<file path="config.mk">
export PLATFORM = sky130hd
export DESIGN_NAME = ctf_front
export DESIGN_NICKNAME = d
export VERILOG_FILES = /design/src/hdl/complementary_tilt_filter_assert.svh /design/src/hdl/ctf_pkg.sv /design/src/hdl/ctf_front.sv
export SDC_FILE = /design/constraint.sdc
export NUM_CORES = 1
export LEC_CHECK = 0
export BUFFER_PORTS_ARGS = -buffer_cell sky130_fd_sc_hd__buf_2
export CAP_MARGIN = 20
export CORE_AREA = 8 8 71 73
export DETAILED_ROUTE_END_ITERATION = 16
export DIE_AREA = 0 0 79 81
export GPL_ROUTABILITY_DRIVEN = 0
export PLACE_DENSITY = 0.76
export SLEW_MARGIN = 20
export SYNTH_ARGS = -nofsm -noshare
export SYNTH_HDL_FRONTEND = slang
export SYNTH_SLANG_ARGS = --single-unit
</file>
<file path="constraint.sdc">
create_clock -name clk_i -period 1.1 [get_ports clk_i]
set_clock_uncertainty 0.15 [all_clocks]
set_input_delay 0.11 -clock clk_i [delete_from_list [all_inputs] [get_ports clk_i]]
set_output_delay 0.11 -clock clk_i [all_outputs]
set_load 0.01 [all_outputs]
</file>
<file path="src/hdl/complementary_tilt_filter_assert.svh">
// Assertion macros shared by the tilt filter modules.
`ifndef COMPLEMENTARY_TILT_FILTER_ASSERT_SVH
`define COMPLEMENTARY_TILT_FILTER_ASSERT_SVH

// Consequence holds in the same cycle as the antecedent.
`define CTF_ASSERT_NOW(lbl, ante, cons) \
  lbl: assert property (@(posedge clk_i) disable iff (!rst_ni) (ante) |-> (cons)) \
    else $error("tilt filter assertion failed");

// Consequence holds in the cycle after the antecedent.
`define CTF_ASSERT_NEXT(lbl, ante, cons) \
  lbl: assert property (@(posedge clk_i) disable iff (!rst_ni) (ante) |=> (cons)) \
    else $error("tilt filter assertion failed");

`endif

</file>
<file path="src/hdl/ctf_pkg.sv">
// Types, constants and the arctangent table of the tilt filter.
`default_nettype none
package ctf_pkg;

  typedef struct packed {
    logic [15:0]        elapsed_us;
    logic signed [15:0] rate_y;
    logic signed [15:0] rate_x;
    logic signed [15:0] accel_z;
    logic signed [15:0] accel_y;
    logic signed [15:0] accel_x;
  } ctf_item_t;

  typedef struct packed {
    logic full;
    logic empty;
  } ctf_qstat_t;

  localparam int unsigned QDEPTH    = 4;
  localparam int unsigned TABLE_LEN = 24;
  localparam int unsigned SQRT_BITS = 24;
  localparam int unsigned MUL_STEPS = 4;
  localparam logic signed [16:0] TICK = 17'sd62500;
  localparam logic [55:0] HALF_DIV = 56'd512000000;

  // ceil(2^53 / 15625); exact floor division for dividends below 2^39.
  localparam logic [39:0] RECIP = 40'd576460752304;

  // atan(2^-i) in 1/65536 degree, rounded to nearest.
  function automatic logic [21:0] atan_lut(input logic [4:0] i);
    logic [21:0] r;
    case (i)
      5'd0:  r = 22'd2949120;
      5'd1:  r = 22'd1740967;
      5'd2:  r = 22'd919879;
      5'd3:  r = 22'd466945;
      5'd4:  r = 22'd234379;
      5'd5:  r = 22'd117304;
      5'd6:  r = 22'd58666;
      5'd7:  r = 22'd29335;
      5'd8:  r = 22'd14668;
      5'd9:  r = 22'd7334;
      5'd10: r = 22'd3667;
      5'd11: r = 22'd1833;
      5'd12: r = 22'd917;
      5'd13: r = 22'd458;
      5'd14: r = 22'd229;
      5'd15: r = 22'd115;
      5'd16: r = 22'd57;
      5'd17: r = 22'd29;
      5'd18: r = 22'd14;
      5'd19: r = 22'd7;
      5'd20: r = 22'd4;
      5'd21: r = 22'd2;
      5'd22: r = 22'd1;
      default: r = 22'd0;
    endcase
    return r;
  endfunction

endpackage
`default_nettype wire

</file>
<file path="src/hdl/ctf_front.sv">
// Input side: takes items and zeroes the time step of the first sample.
`default_nettype none
module ctf_front (
  input  wire logic               clk_i,
  input  wire logic               rst_ni,
  input  wire logic               s_axis_tvalid,
  output logic                    s_axis_tready,
  input  wire logic [95:0]        s_axis_tdata,
  input  wire ctf_pkg::ctf_qstat_t qstat_i,
  output logic                    push_o,
  output ctf_pkg::ctf_item_t      item_o
);

  logic first_q, first_d;

  assign s_axis_tready = !qstat_i.full;
  assign push_o        = s_axis_tvalid && s_axis_tready;

  always_comb begin
    item_o = ctf_pkg::ctf_item_t'(s_axis_tdata);
    if (first_q) begin
      item_o.elapsed_us = '0;
    end
    first_d = first_q && !push_o;
  end

  always_ff @(posedge clk_i or negedge rst_ni) begin
    if (!rst_ni) begin
      first_q <= 1'b1;
    end else begin
      first_q <= first_d;
    end
  end

endmodule
`default_nettype wire

</file>
; ---- Word-level counts from Yosys, hierarchy flattened
; Cells that the tools add are included.
[word_totals]
reg_bits = 1
input_bits = 101
output_inout_bits = 98
[classes]
muxes = 1
reduce_logical = 4
[op_table]
columns = op, count
row1 = 2-to-1 mux 16 bit, 1
row2 = logical AND 1 bit, 2
row3 = logical NOT 1 bit, 2

; ---- Depth between registers and ports, before layout
[logic_depth]
depth_word = 4
ltp_mapped = 2

; ---- Worst setup path before layout
; No wires, ideal clock.
[synth_timing]
kind = reg-to-output
from = register first_q
to = output port item_o[80] (netlist name)
t_arrival_ns = 0.769
path_slack_ns = 0.071
stages_incl_launch_ff = 2
path_buffers = 0
path_cell_list = dfstp_2 > and2b_1
[synth_lines]
columns = element, line_no
row1 = "start, declared", ctf_front.sv:14  ; logic first_q, first_d;
row2 = "start signal, assigned", ctf_front.sv:31  ; first_q <= first_d;
row3 = "end, declared", ctf_front.sv:11  ; output ctf_pkg::ctf_item_t item_o

==> impl_metrics.csv <==
group,metric,value,unit
floorplanning,die_w,79,microns
cells_and_area,stdcell_count,109,
detailed_routing,wl,1.61,mm
timing,final_max_slew_viol_count,0,
power,switchingPower,0.0000460,W
worst_setup_path,path_cells,"and2b_1 -> buf_2",
worst_setup_path,required,0.84,ns
clock_tree,cts_resized,0,
power,clkPwrFrac,0,%
synth,async_flop_share,100,%
timing,max_slew.worst_pin.slew,0.188,ns
worst_setup_path,setup.worst_path.end,"item_o[93]",
detailed_routing,routedWlPerCell,14.8,microns
detailed_routing,via_count,391,
worst_setup_path,end_kind,"output port",
worst_setup_path,r2r-end,"first_q",
synth,synth_top_cell_area_share,78.9,%
cells_and_area,reg_top3,"first_q x1",
synth,syn-cell-area,761,sq um
worst_setup_path,crit_start,"first_q",
synth,synth_cell_types,6,
worst_setup_path,path_delay_family,"flip-flops",
power,p_leak,0.231,nW
cells_and_area,regMostFlops,"first_q",
timing,hold_viol,0,
power,pwr-share-comb,74.5,%
detailed_routing,vias_per_cell,3.59,
place,numPlacedInstances,108,
place,io_buffers,37,
floorplanning,die_area,0.00640,sq mm
synth,synthTopCellsByArea,"buf_4 79%, nor2b_1 11%, and2b_1 4.9%",
cells_and_area,finish.utilization,10.9,%
synth,synth_mux_area_share,0,%
synth,syn_avg_cell_area,7.53,sq um
global_routing,antenna_found_initial,0,
power,p_seq_share,25.5,%
worst_setup_path,crit_fanout,6,
synth,synthMostInstantiatedCell,"buf_4",
worst_setup_path,criticalPathCategory,"flop to output port",
synth,ys_seq_area_share,3.45,%
timing,max_freq,0.875,GHz
synth,syn_inst,101,
worst_setup_path,rrSetupSlack,0.20,ns
power,internal_power,0.000101,W
global_routing,grt_max_degree,13,
power,p_per_area,345,mW/mm^2
cells_and_area,largest_register_ffs,1,
cells_and_area,fillerInstances,454,
run_status,violations,"negative setup slack",
worst_setup_path,max_stage_delay,0.56,ns
synth,synth_largest_area_cell,"buf_4",
synth,synth_top_family_by_area,"buffers and inverters",
detailed_routing,ant_nets,0,
clock_tree,clk_pin_slew,0,ns
cells_and_area,drive_above_1_share,66.1,%
run,cap_violations,0,
synth,synthFlopType,"dfstp_2",
clock_tree,clock_latency,0,ns
timing,fin_ws,-0.0428,ns
cells_and_area,synthToLayoutAreaGrowth,-43.9,%
timing,rsz0062_at_grt,"true",
timing,period_share,104,%
timing,max_slew_margin,87.4,%
synth,syn-num-nets,202,
worst_setup_path,cp_slowest_cell,"dfstp_2",
place,dp_hpwl,1.43,mm
synth,synth.cells.most_frequent,"80 x buf_4, 13 x nor2b_1, 5 x and2b_1",
detailed_routing,drtIter0Drc,1,
synth,synth_edf_count,0,
detailed_routing,firstDrtPassIters,2,
floorplanning,io_pins,199,
run_status,status,"complete, but fails checks",
power,ir_worst_vdd,0.0531,mV
floorplanning,core.rowCount,23,
cells_and_area,nets,162,
floorplanning,initial_core_util,19.4,%
floorplanning,core_area,0.00391,sq mm
worst_setup_path,path_depth,2,
synth,synthSimpleGateAreaFrac,15.6,%
min_path,hold_class,"primary input to output port",
floorplanning,dieHeight,81,microns
synth,synth-xor-area-share,0,%
timing,setup_viol,16,
synth,yosys_warnings,0,
global_routing,overflow,0,
timing,layout_min_cycle_time,1.14,ns
worst_setup_path,worst-r2r-cell-count,1,
worst_setup_path,critPathBufInv,1,
global_routing,grt_usage,4.09,%
cells_and_area,diodes,0,
synth,synth_compound_area_share,0,%
power,p_sw_share,31.3,%
detailed_routing,drc,0,
worst_setup_path,r2r-start,"first_q",
synth,yosys_register_bits,1,
synth,synthAdderAreaFrac,0,%
global_routing,grt_pass1_wl,2.14,mm
global_routing,first_global_vias,399,
worst_setup_path,cp-start-kind,"flop",
worst_setup_path,arrival,0.88,ns
-- kinds of logic after synthesis --
family,Yosys count
buffers and inverters,82
DFF,1
and+or+nand+nor,18
-- layout by cell type (no fill, tap or decap) --
cell | netlist | routed
and2b_1 | 5 | 5
dlygate4sd3_1 | 0 | 1
buf_2 | 0 | 37
nor2b_1 | 13 | 13
buf_12 | 0 | 1
dfstp_2 | 1 | 1
inv_1 | 1 | 1
-- timing repair --
| item | in CTS | in global routing |
|---|---|---|
| hold buffers | 1 | 0 |
| setup buffers | 0 | 0 |
| hold endpoints to repair | 1 | 0 |
| endpoints found under the setup margin | 16 | 16 |
| gates cloned | 0 | 0 |
-- per-layer routing --
| layer | track usage, % | part of all wire [%] |
|---|---|---|
| met3 | 6.29 | 42 |
| met4 | 6.30 | 15 |
| met2 | 5.18 | 27 |
| met1 | 1.58 | 15 |
| met5 | 0 | 0 |
-- through the flow --
step                      setup TNS [ns]  hold WS, ns  cell area [sq um]  power [W]  setup slack (ns)
after global placement            -0.477       -0.107                417   0.000146           -0.0381
after global routing               -1.05       0.0700                427   0.000161           -0.0777
after detailed placement          -0.657       -0.103                417   0.000147           -0.0536
after floorplan                        0       -0.188                761   0.000381            0.0708
final                             -0.433       0.0700                427   0.000147           -0.0428
after CTS                         -0.645       0.0701                427   0.000150           -0.0533
-- power groups by stage --
stage	Combinational (W)	Sequential [W]	Clock, W
finish	0.000110	0.0000375	0
global route	0.000123	0.0000375	0
CTS	0.000112	0.0000375	0
detailed placement	0.000109	0.0000375	0
global placement	0.000108	0.0000375	0
floorplan	0.000343	0.0000375	0
-- worst min-delay path by stage --
stage,from,end,slack [ns],cells past startpoint
finish,s_axis_tdata[18],item_o[18],0.07,0
global route,s_axis_tdata[19],item_o[19],0.07,0
CTS,s_axis_tdata[10],item_o[10],0.07,0
detailed placement,rst_ni,first_q,-0.10,1
global placement,rst_ni,first_q,-0.11,1
floorplan,rst_ni,first_q,-0.19,0
-- cell type report --
class                   instances  area, sq um  share of cell area (%)
multi-input cells              18          119                    27.9
inverters                       1         3.75                   0.880
repair buffers                 39          215                    50.4
flip-flops and latches          1         26.3                    6.16
well taps                      50         62.6                    14.7
Power figures use the tool's default switching activity.
